**config.mk**
```make
export PLATFORM = sky130hd
export DESIGN_NAME = fsom_front
export DESIGN_NICKNAME = d
export VERILOG_FILES = /design/src/hw/rtl/fsom_pkg.sv /design/src/hw/rtl/fsom_front.sv
export SDC_FILE = /design/constraint.sdc
export NUM_CORES = 1
export LEC_CHECK = 0
export BUFFER_PORTS_ARGS = -buffer_cell sky130_fd_sc_hd__buf_4
export CORE_UTILIZATION = 37
export DETAILED_ROUTE_END_ITERATION = 12
export PLACE_DENSITY = 0.58
export SLEW_MARGIN = 40
export SYNTH_ARGS = -nofsm -noshare
export SYNTH_HDL_FRONTEND = slang
export SYNTH_SLANG_ARGS = --single-unit
export TNS_END_PERCENT = 10
```
**constraint.sdc**
```tcl
create_clock -name i_clk -period 5.03 [get_ports i_clk]
set_clock_uncertainty 0.2 [all_clocks]
set_input_delay 0.503 -clock i_clk [delete_from_list [all_inputs] [get_ports i_clk]]
set_output_delay 0.503 -clock i_clk [all_outputs]
set_load 0.02 [all_outputs]
```
**src/hw/rtl/fsom_pkg.sv**
```systemverilog
// Package: shared types and constants of the flash sector overlay mapper.
`default_nettype none
package fsom_pkg;

    localparam int MAP_DEPTH_DEF     = 8192;
    localparam int SLOT_CAPACITY_DEF = 8192;
    localparam int DISK_CYLINDERS    = 203;
    localparam int DISK_SPT          = 12;
    localparam logic [13:0] DISK_RESET  = 14'(DISK_CYLINDERS * 2 * DISK_SPT);
    localparam logic [13:0] BASE_RESET  = 14'd0;
    localparam logic [13:0] SLOTS_RESET = 14'd8186;

    localparam logic [1:0] REG_DISK  = 2'd0;
    localparam logic [1:0] REG_BASE  = 2'd1;
    localparam logic [1:0] REG_SLOTS = 2'd2;

    localparam logic [1:0] FUNC_LOOKUP = 2'd0;
    localparam logic [1:0] FUNC_COMMIT = 2'd1;
    localparam logic [1:0] FUNC_TICK   = 2'd2;

    typedef enum logic [1:0] {
        OP_LOOKUP, OP_COMMIT, OP_TICK, OP_BAD
    } t_op;

    typedef enum logic [1:0] {
        ST_OK, ST_RANGE, ST_FULL, ST_BUSY
    } t_status;

    typedef enum logic [2:0] {
        CMD_NONE, CMD_ERASE, CMD_COPY, CMD_PROGRAM, CMD_HEADER
    } t_cmd;

    typedef enum logic [1:0] {
        SRC_OVERLAY, SRC_BASE, SRC_ZERO
    } t_src;

    typedef enum logic [2:0] {
        S_CLEAR, S_IDLE, S_EXEC, S_WALK, S_REBUILD, S_PEND
    } t_state;

    typedef struct packed {
        t_op         op;
        logic [12:0] sector;
        logic        in_range;
    } t_item;

    typedef struct packed {
        t_status     status;
        t_cmd        command;
        t_src        source;
        logic        bank;
        logic [12:0] slot;
        logic [12:0] from_slot;
        logic [12:0] record_sector;
        logic [31:0] sequence_res;
        logic        compacting;
        logic        last;
    } t_result;

endpackage
`default_nettype wire

```
**src/hw/rtl/fsom_front.sv**
```systemverilog
// Front end: accepts requests, classifies them and queues them for the back end.
`default_nettype none
module fsom_front #(
    parameter int MAP_DEPTH = fsom_pkg::MAP_DEPTH_DEF,
    localparam int LW = $clog2(MAP_DEPTH + 1)
) (
    input  wire logic            i_clk,
    input  wire logic            i_rst_n,
    input  wire logic            i_valid,
    output logic                 o_stall,
    input  wire logic [1:0]      i_func,
    input  wire logic [12:0]     i_sector,
    input  wire logic [LW-1:0]   i_lim,
    input  wire logic            i_busy,
    output logic                 o_q_valid,
    output fsom_pkg::t_item      o_q_item,
    input  wire logic            i_pop
);
    import fsom_pkg::*;

    t_item      r_q [2];
    logic       r_wp, r_rp;
    logic [1:0] r_cnt;
    t_item      cls;
    logic       push;

    always_comb begin
        unique case (i_func)
            FUNC_LOOKUP: cls.op = OP_LOOKUP;
            FUNC_COMMIT: cls.op = OP_COMMIT;
            FUNC_TICK:   cls.op = OP_TICK;
            default:     cls.op = OP_BAD;
        endcase
        cls.sector   = i_sector;
        cls.in_range = 32'(i_sector) < 32'(i_lim);
    end

    assign o_stall   = (r_cnt == 2'd2) || i_busy;
    assign push      = i_valid && !o_stall;
    assign o_q_valid = (r_cnt != 2'd0);
    assign o_q_item  = r_q[r_rp];

    always_ff @(posedge i_clk) begin
        if (push) begin
            r_q[r_wp] <= cls;
        end
    end

    always_ff @(posedge i_clk) begin
        if (!i_rst_n) begin
            r_wp  <= 1'b0;
            r_rp  <= 1'b0;
            r_cnt <= 2'd0;
        end else begin
            if (push) r_wp <= ~r_wp;
            if (i_pop) r_rp <= ~r_rp;
            r_cnt <= r_cnt + 2'(push) - 2'(i_pop);
        end
    end

endmodule
`default_nettype wire

```
======== Word level (Yosys, flattened, before mapping) ========
Memory sizes are Yosys's and may differ from the RTL's. A register that Yosys moved wholly into a read port is not among the register bits.
Cells that the tools add are included.
word-level totals
  register bits ........................... 4
  memories kept ........................... 1
  bits in writable memories ............... 32
  input bits .............................. 34
operators by class
  add/sub/neg operators ................... 2
  eq/ne operators ......................... 3
  reductions and logical operators ........ 5
  bitwise operators ....................... 2
  mux-type cells .......................... 5
  order comparisons ....................... 1
memory list
  memory  depth  width  read ports  clocked after memory_dff  write ports  RTL line          RTL
  r_q     2      16     1           1                         1            fsom_front.sv:21  t_item r_q [2];
operators with widths
  cell                                                              number
  13-bit by 14-bit less-than comparator with 1-bit output           1
  2-bit case mux with 3 select lines                                1
  2-bit == test (second input constant)                             2
  1-bit two-way mux                                                 4
  2-bit by 1-bit adder with 2-bit output                            1
  2-bit by 1-bit == test with 1-bit output (second input constant)  1
  2-bit logical NOT                                                 1
  1-bit NOT                                                         2
  2-bit nonzero test                                                1
  2-bit by 1-bit subtractor with 2-bit output                       1
  1-bit logical AND                                                 1
  1-bit logical NOT                                                 1
  1-bit logical OR                                                  1

======== Longest topological paths before layout ========
Gate-level depths: netlist of run 1.
  depth after elaboration ................. 6
  gate-level depth with buffers ........... 8

======== Worst setup path after synthesis of run 1 ========
OpenSTA, ideal clock, no wires.
  path kind ............................... input to register
  start ................................... in i_busy
  end ..................................... mem r_q[1][0] in the netlist's numbering (enable)
  arrival ................................. 1.383 ns
  stages on the path ...................... 3
  required time ........................... 4.441 ns
  path buffers ............................ 0
  setup time .............................. 0.389 ns
  setup slack ............................. 3.058 ns
  path through ............................ inv_1 -> o211ai_4 -> nor2_1
between the ends
  cells in the longest elaborated chain, start to end .. 5
RTL lines
  element                                  RTL line          RTL
  start: declaration                       fsom_front.sv:14  input wire logic i_busy,
  1-bit logical OR                         fsom_front.sv:38  assign o_stall = (r_cnt == 2'd2) || i_busy;
  1-bit logical NOT                        fsom_front.sv:39  assign push = i_valid && !o_stall;
  1-bit logical AND                        fsom_front.sv:39
  1-bit two-way mux                        fsom_front.sv:44  if (push) begin
  1-bit two-way mux (not written as such)  fsom_front.sv:45  r_q[r_wp] <= cls;
  end: declaration                         fsom_front.sv:21
No other way between the ends.

==> results of run 1 <==
-- logic make-up (layout without fill, tap and decap cells) --
kind of cell    after synthesis  count (layout)  synth area share (%)
flops                        37              37                  61.8
xor+xnor                      3               3                  1.53
compound gates               14              14                  5.76
buf+inv                      20              76                  5.25
simple gates                 15              15                  4.96
mux                          16              16                  10.5
fa+ha+maj                    14              14                  10.2
-- flip-flops by register name, summed over array words and instances (netlist names), named ones only --
register / cells
r_wp: 1
r_q: 32
r_cnt: 2
r_rp: 1
-- metal layers --
layer	global-route usage [%]	vias to the layer above	routed length, um
met1	15.7	483	1270
met4	4.67	0	30
met3	5.19	2	215
met2	21.5	38	1410
li1	-	536	-
met5	0	-	0
-- per-stage QoR --
| stage | instance area (um2) | power (mW) | setup WS, ps |
|---|---|---|---|
| finish | 2250 | 0.755 | 2690 |
| detailed placement | 2140 | 0.523 | 2820 |
| global route | 2250 | 0.793 | 2560 |
| floorplan | 1720 | 0.461 | 3060 |
| global placement | 2140 | 0.518 | 2890 |
| CTS | 2250 | 0.761 | 2640 |
-- cell usage after synthesis --
library cell	number
nand4b_1	1
a21o_1	1
and2_1	5
buf_6	2
nand2b_1	1
o21a_1	2
mux2_2	16
inv_1	15
inv_2	1
a21oi_1	7
o22ai_1	1
dfxtp_1	5
o21ai_0	1
o211ai_4	1
clkbuf_1	2
edfxtp_1	32
nand2_1	3
o221ai_1	1
or2_2	1
nor2_1	1
xnor2_1	2
nor3_1	1
nand4_1	1
xor2_1	1
ha_1	14
nor2_2	1
-- worst max-delay path: stages, from the launching register on --
cell and delay, ps:
dfxtp_1 780, mux2_2 420, buf_4 160
-- how the worst min path moves through the flow --
| stage | startpoint | endpoint | slack [ps] |
|---|---|---|---|
| final | i_func[0] | r_q[0][14] | 200 |
| after floorplan | r_rp | register | 350 |
| after global placement | r_rp | r_rp | 370 |
| after global routing | i_func[0] | r_q[1][14] | 180 |
| after CTS | i_func[0] | r_q[0][14] | 200 |
| after detailed placement | r_rp | r_rp | 370 |
-- final cells by class --
type	count	area, um2
Inverter	16	60.1
Timing Repair Buffer	52	390
Clock buffer	6	72.6
Tap cell	52	65.1
Sequential cell	37	1060
Clock inverter	2	33.8
Fill cell	402	2160
Multi-Input combinational cell	62	571
-- report_power, final --
part | total [mW] | internal [mW] | leakage (nW) | switching, mW
Combinational | 0.146 | 0.0757 | 0.569 | 0.0702
Clock | 0.240 | 0.146 | 0.0528 | 0.0937
Sequential | 0.369 | 0.355 | 0.333 | 0.0134
==> impl_metrics.json, run 1 <==
{
  "maxCapViolations": 0,
  "cp-start-kind": "register",
  "detail_route.vias_per_cell": 4.67,
  "tns_ps": 0,
  "dp_cells": 219,
  "maxSlewHeadroom_pct": 50.8,
  "status": "completed",
  "power.density_nw_per_um2": 335,
  "drc": 0,
  "nets": 222,
  "grt.overflow.total": 0,
  "drive_gt1_share_pct": 44.6,
  "area_growth_pct": 31.3,
  "clock-sinks": 37,
  "synthDistinctLibCells": 26,
  "via_count": 1059,
  "postCtsHoldBufs": 0,
  "grt_pass1_wl_um": 4900,
  "initial_core_util_pct": 38.9,
  "final.min_clock_period_ps": 2340,
  "tritoncts": "yes",
  "r2r_start": "r_cnt[0]",
  "vdd_drop_max_v": 0.000141,
  "grt_pass1_vias": 1081,
  "hp-class": "input port to register",
  "worstSetupEndpoint": "o_q_item[11]",
  "reg2reg_depth": 3,
  "cts_made_buffers": 5,
  "synth_top_area_share_pct": 56.0,
  "hold_violations": 0,
  "drt-total-wl_um": 2920,
  "clockRootBuffer": "clkbuf_8",
  "grt_usage_pct": 13.1,
  "endpoint_kind": "output port",
  "slew_violations": 0,
  "wl_per_cell_um": 12.9,
  "syn_area_per_cell_um2": 14.4,
  "cp.required_ps": 4330,
  "firstDrtPassIters": 4,
  "max_freq_ghz": 0.427,
  "setup_viol": 0,
  "rows": 24,
  "ys_seq_area_share_pct": 61.8,
  "rr_endpoint": "r_q[1][4]",
  "ys_top_cells_by_area": "edfxtp_1 (56%), mux2_2 (10%), ha_1 (10%), dfxtp_1 (5.8%), inv_1 (3.3%)",
  "clkTransAtPathRegs_ps": 70,
  "arrival_ps": 1640,
  "synth-seq-cells": 37,
  "io_pins": 52,
  "worstMarginPinSlew_ps": 735,
  "final_cells": 227,
  "antenna_left": 0,
  "ctsResizeCount": 0,
  "reg2reg_slack_ps": 3130,
  "antenna_found_initial": 0,
  "core_area_um2": 4410,
  "clk_path_buf_depth": 2,
  "insertion_delay_ps": 280,
  "syn_area_um2": 1720,
  "crit_fanout": 16,
  "hpwl_um": 2240,
  "min_period_over_period_pct": 46.6,
  "layout_common_cells": "buf_4 (52), edfxtp_1 (32), mux2_2 (16)",
  "h-tree-depth": 2,
  "holdPathStages": 1,
  "die_w_um": 70.1,
  "drtIter0Drc": 41,
  "worst_hold_slack_ps": 205,
  "path_class": "register to output port",
  "gp_congestion": 0.747,
  "final_util_pct": 51.0,
  "n_antenna_cell": 0,
  "portBuffers": 51,
  "synth_top_area_cell": "edfxtp_1",
  "cts_setup_buffers": 0,
  "p_leak_nw": 0.955,
  "die_h_um": 70.1,
  "fp.dieArea_um2": 4920,
  "final_common_cell": "buf_4",
  "netlist_instances": 119,
  "rsz0062_at_grt": "no",
  "syn_nets": 167,
  "yosys_warnings": 0,
  "grt_max_degree": 18
}
Note: power is estimated with default switching activity, not from simulation.
==> run 2, diff against run 1 <==
Clock period 5.03 ns to 2.45 ns, I/O delays scaled along.
==> run 2 against run 1 <==
  * Design area grew 7.2%
  * Critical path depth is 1 higher
  * Wire length grew 8.7%
  * Utilization is 3.7 points higher
  * Critical path type unchanged
  * Largest power group unchanged
  * Final cell count up 8.4%
==> impl_metrics.json, run 2 (synthesis gave the netlist of run 1 again) <==
{
  "arrival_ps": 1630,
  "rows": 24,
  "h-tree-depth": 2,
  "path_buf_inv": 2,
  "power_mw": 1.50,
  "worstMarginPinSlew_ps": 403,
  "tritoncts": "yes",
  "max_freq_ghz": 0.483,
  "clockRootBuffer": "clkbuf_8",
  "power.density_nw_per_um2": 621,
  "r2r_start": "r_cnt[1]",
  "reg.largest.list": "r_q x32, r_cnt x2",
  "vdd_drop_max_v": 0.000386,
  "portBuffers": 51,
  "gp_congestion": 0.746,
  "cts_made_buffers": 5,
  "status": "completed",
  "clock-sinks": 37,
  "drtIter0Drc": 32,
  "hpwl_um": 2330,
  "cpPeakStageDelay_ps": 560,
  "via_count": 1122,
  "core_area_um2": 4410,
  "insertion_delay_ps": 270,
  "cp-start-kind": "register",
  "endpoint_kind": "output port",
  "drt-total-wl_um": 3180,
  "grt_pass1_vias": 1271,
  "initial_core_util_pct": 38.9,
  "grt_max_degree": 12,
  "firstDrtPassIters": 4,
  "hold_end": "r_rp",
  "clk_path_buf_depth": 2,
  "n_antenna_cell": 0,
  "drive_gt1_share_pct": 41.8,
  "hp-class": "input port to register",
  "cpLargestDelayFamily": "flip-flops",
  "preCtsSetupSlack_ps": 650,
  "antenna_left": 0,
  "die_w_um": 70.1,
  "grt.overflow.total": 0,
  "drc": 0,
  "detail_route.vias_per_cell": 4.56,
  "maxSlewHeadroom_pct": 73.1,
  "io_pins": 52,
  "path_class": "register to output port",
  "setup_viol": 0,
  "tns_ps": 0,
  "final_cells": 246,
  "top_register": "r_q",
  "reg2reg_slack_ps": 640,
  "rsz0062_at_grt": "no",
  "p_leak_nw": 1.03,
  "holdPathStages": 3,
  "area_growth_pct": 40.7,
  "largest_reg_flops": 32,
  "crit_chain": "buf_4 -> mux2_2 -> buf_4",
  "grt_pass1_wl_um": 5400,
  "hp-start": "i_pop",
  "fin_area_um2": 2410,
  "hold_violations": 0,
  "final_util_pct": 54.7,
  "reg2reg_depth": 8,
  "worst_slack_ps": 379,
  "clkTransAtPathRegs_ps": 60,
  "crit_top_cell": "buf_4",
  "min_period_over_period_pct": 84.5,
  "maxCapViolations": 0,
  "crit_fanout": 9,
  "dpl-instance-area_um2": 2160,
  "layout_common_cells": "buf_4 (55), edfxtp_1 (32), mux2_2 (16), dlygate4sd3_1 (16), inv_1 (15)",
  "worst_hold_slack_ps": 114,
  "fp.dieArea_um2": 4920,
  "wl_per_cell_um": 12.9,
  "grt_usage_pct": 14.8,
  "cp.required_ps": 2010,
  "dp_cells": 222,
  "antenna_found_initial": 0,
  "final_common_cell": "buf_4",
  "nets": 241,
  "slew_violations": 0,
  "cp_slowest_cell": "dfxtp_1",
  "final.min_clock_period_ps": 2070,
  "rr_endpoint": "r_cnt[1]",
  "die_h_um": 70.1
}
run 2: timing repair:
action	4_1_cts	5_1_grt
endpoints found under the setup margin	0	0
resized for setup	0	0
hold buffers	16	0
endpoints found under the hold margin	34	0
setup buffers	0	0
run 2: report_power, final:
group,internal [mW],switching [mW]
Clock,0.229,0.188
Combinational,0.176,0.155
Sequential,0.730,0.0226
Total,1.13,0.365
run 2: worst max-delay path by stage:
| stage | startpoint | depth (start not counted) | to | slack, ps |
|---|---|---|---|---|
| 2_1_floorplan | r_cnt[1] | 3 | r_q[1][0] | 670 |
| 3_3_place_gp | register | 3 | o_q_item[0] | 680 |
| 3_5_place_dp | register | 3 | o_q_item[0] | 650 |
| 4_1_cts | register | 3 | o_q_item[0] | 330 |
| 5_1_grt | register | 3 | o_q_item[0] | 270 |
| 6_report | register | 3 | o_q_item[0] | 380 |
run 2: layout make-up:
type,count,area [um2]
multi-input cells,62,566
clock buffers,8,90.1
flip-flops and latches,37,1060
repair buffers,71,573
fillers,381,2000
well taps,52,65.1
inverters,16,60.1
run 2: layer usage:
layer	vias to the layer above	GRT usage, %	part of all wire, %
met5	-	0	0
met3	4	4.62	4.2
li1	573	-	-
met1	513	15.5	42
met2	32	26.8	52
met4	0	6.89	1.8
run 2: worst min-delay path, delay by kind of cell:
kind	cells	cell delay, ps
XOR/XNOR	1	60
buffers and inverters	1	90
AND/OR/NAND/NOR	1	150
==> run 3, diff against run 2 <==
Clock period 2.45 ns to 1.92 ns, I/O delays scaled along.
==> run 3 against run 2 <==
  * Via count rose by 2.3%
  * Flip-flop and latch count did not move
  * Design area rose by 0.26%
  * Die area did not move
  * Sequential power rose by 27%
  * Critical path depth rose by 4
  * Combinational power rose by 30%
  * Power rose by 28%
==> impl_metrics.json, run 3 (synthesis gave the netlist of run 1 again) <==
{
  "dp_cells": 222,
  "p_sw_mw": 0.474,
  "hp-class": "input port to register",
  "insertion_delay_ps": 280,
  "grt_usage_pct": 14.2,
  "cpLargestDelayFamily": "buffers and inverters",
  "n_antenna_cell": 0,
  "firstDrtPassIters": 4,
  "slew_violations": 0,
  "reg2reg_depth": 8,
  "rows": 24,
  "cts_made_buffers": 5,
  "status": "completed",
  "area_growth_pct": 41.0,
  "final_util_pct": 54.8,
  "path_depth": 7,
  "fill_cells": 399,
  "power.density_nw_per_um2": 795,
  "antenna_left": 0,
  "maxCapViolations": 0,
  "die_w_um": 70.1,
  "layout_common_cells": "buf_4 (55), edfxtp_1 (32), mux2_2 (16), dlygate4sd3_1 (16), inv_1 (15)",
  "rsz0062_at_grt": "no",
  "drive_gt1_share_pct": 42.3,
  "fp.dieArea_um2": 4920,
  "core_area_um2": 4410,
  "nets": 241,
  "seqPwrFrac_pct": 49.7,
  "crit_top_cell": "a21oi_1",
  "wl_per_cell_um": 12.9,
  "worst_hold_slack_ps": 46.6,
  "reg2reg_slack_ps": 140,
  "gp_congestion": 0.721,
  "crit_chain": "dlygate4sd3_1 -> buf_4 -> ha_1 -> a21o_1 -> a21oi_1 -> o22ai_1 -> a21oi_1",
  "drc": 0,
  "cp.required_ps": 1830,
  "portBuffers": 51,
  "final.min_clock_period_ps": 1820,
  "hpwl_um": 2400,
  "combPwrFrac_pct": 22.2,
  "maxSlewHeadroom_pct": 66.3,
  "detail_route.vias_per_cell": 4.67,
  "rr_endpoint": "r_cnt[1]",
  "min_period_over_period_pct": 94.7,
  "largest_reg_flops": 32,
  "p_int_mw": 1.45,
  "grt.overflow.total": 0,
  "io_pins": 52,
  "cp-startpoint": "i_sector[11]",
  "cpPeakStageDelay_ps": 530,
  "tns_ps": 0,
  "worstSetupEndpoint": "r_q[1][0]",
  "power_mw": 1.92,
  "swShare_pct": 24.6,
  "hold_violations": 0,
  "endpoint_kind": "register",
  "via_count": 1148,
  "p_leak_nw": 1.03,
  "tritoncts": "yes",
  "clkTransAtPathRegs_ps": 70,
  "initial_core_util_pct": 38.9,
  "cts_setup_buffers": 0,
  "cp-start-kind": "input port",
  "antenna_found_initial": 0,
  "r2r_start": "r_cnt[1]",
  "worstMarginPinSlew_ps": 504,
  "clock-sinks": 37,
  "die_h_um": 70.1,
  "drtIter0Drc": 33,
  "grt_pass1_wl_um": 5310,
  "arrival_ps": 1730,
  "path_class": "input port to register",
  "setup_viol": 0,
  "grt_pass1_vias": 1177,
  "top_register": "r_q",
  "power_frac_clock_pct": 28.1,
  "clockRootBuffer": "clkbuf_8",
  "max_freq_ghz": 0.550,
  "path_buf_inv": 2,
  "final_common_cell": "buf_4",
  "h-tree-depth": 2,
  "final_cells": 246,
  "drt-total-wl_um": 3180,
  "reg.largest.list": "r_q x32, r_cnt x2",
  "grt_max_degree": 18,
  "cp_slowest_cell": "dlygate4sd3_1",
  "vdd_drop_max_v": 0.000428,
  "clk_path_buf_depth": 2,
  "crit_fanout": 3
}
-- run 3: cell counts in the layout (fill, tap and decap cells not counted) --
Identical to the previous run, type by type.
-- run 3: tightest hold or removal path, delay by kind of cell --
kind	cells	cell delay, ps
XOR/XNOR	1	60
buffers and inverters	1	90
AND/OR/NAND/NOR	1	140
-- run 3: power by group through the flow --
stage	Combinational, mW	Sequential [mW]	Clock (mW)
after floorplan	0.242	0.966	0
after global placement	0.396	0.969	0
after detailed placement	0.406	0.972	0
final	0.428	0.956	0.541
after CTS	0.434	0.955	0.563
after global routing	0.468	0.963	0.601
-- run 3: how the worst min path moves through the flow --
stage	start	end	slack, ps	cells past startpoint
detailed placement	i_func[0]	r_q[0][14]	180	1
finish	i_pop	register	50	3
global route	i_pop	register	50	3
floorplan	i_sector[9]	r_q[0][10]	90	0
global placement	i_func[0]	r_q[1][14]	180	1
CTS	i_pop	register	40	3
-- run 3: cell type report --
cell class / count / area (um2) / share of cell area (%)
well taps: 52 / 65.1 / 2.69
inverters: 16 / 60.1 / 2.48
flip-flops and latches: 37 / 1060 / 43.9
clock buffers: 8 / 90.1 / 3.72
repair buffers: 71 / 573 / 23.7
multi-input cells: 62 / 571 / 23.6
-- run 3: through the flow --
stage	instance area, um2	worst slack, ps
global placement	2160	171
CTS	2410	91.9
finish	2420	102
detailed placement	2160	109
floorplan	1720	142
global route	2420	30.3
-- run 3: timing repair --
| item | 4_1_cts | 5_1_grt |
|---|---|---|
| gates resized for setup | 0 | 1 |
| hold endpoints to repair | 35 | 0 |
| setup endpoints to repair | 0 | 1 |
| hold buffers | 16 | 0 |
-- run 3: layer usage --
| layer | up-vias | track usage, % | wire [um] | part of all wire, % |
|---|---|---|---|---|
| li1 | 574 | - | - | - |
| met1 | 537 | 15.8 | 1280 | 40 |
| met2 | 33 | 24.9 | 1700 | 54 |
| met3 | 4 | 4.62 | 164 | 5.2 |
| met4 | 0 | 6.00 | 31 | 0.98 |
| met5 | - | 0 | 0 | 0 |
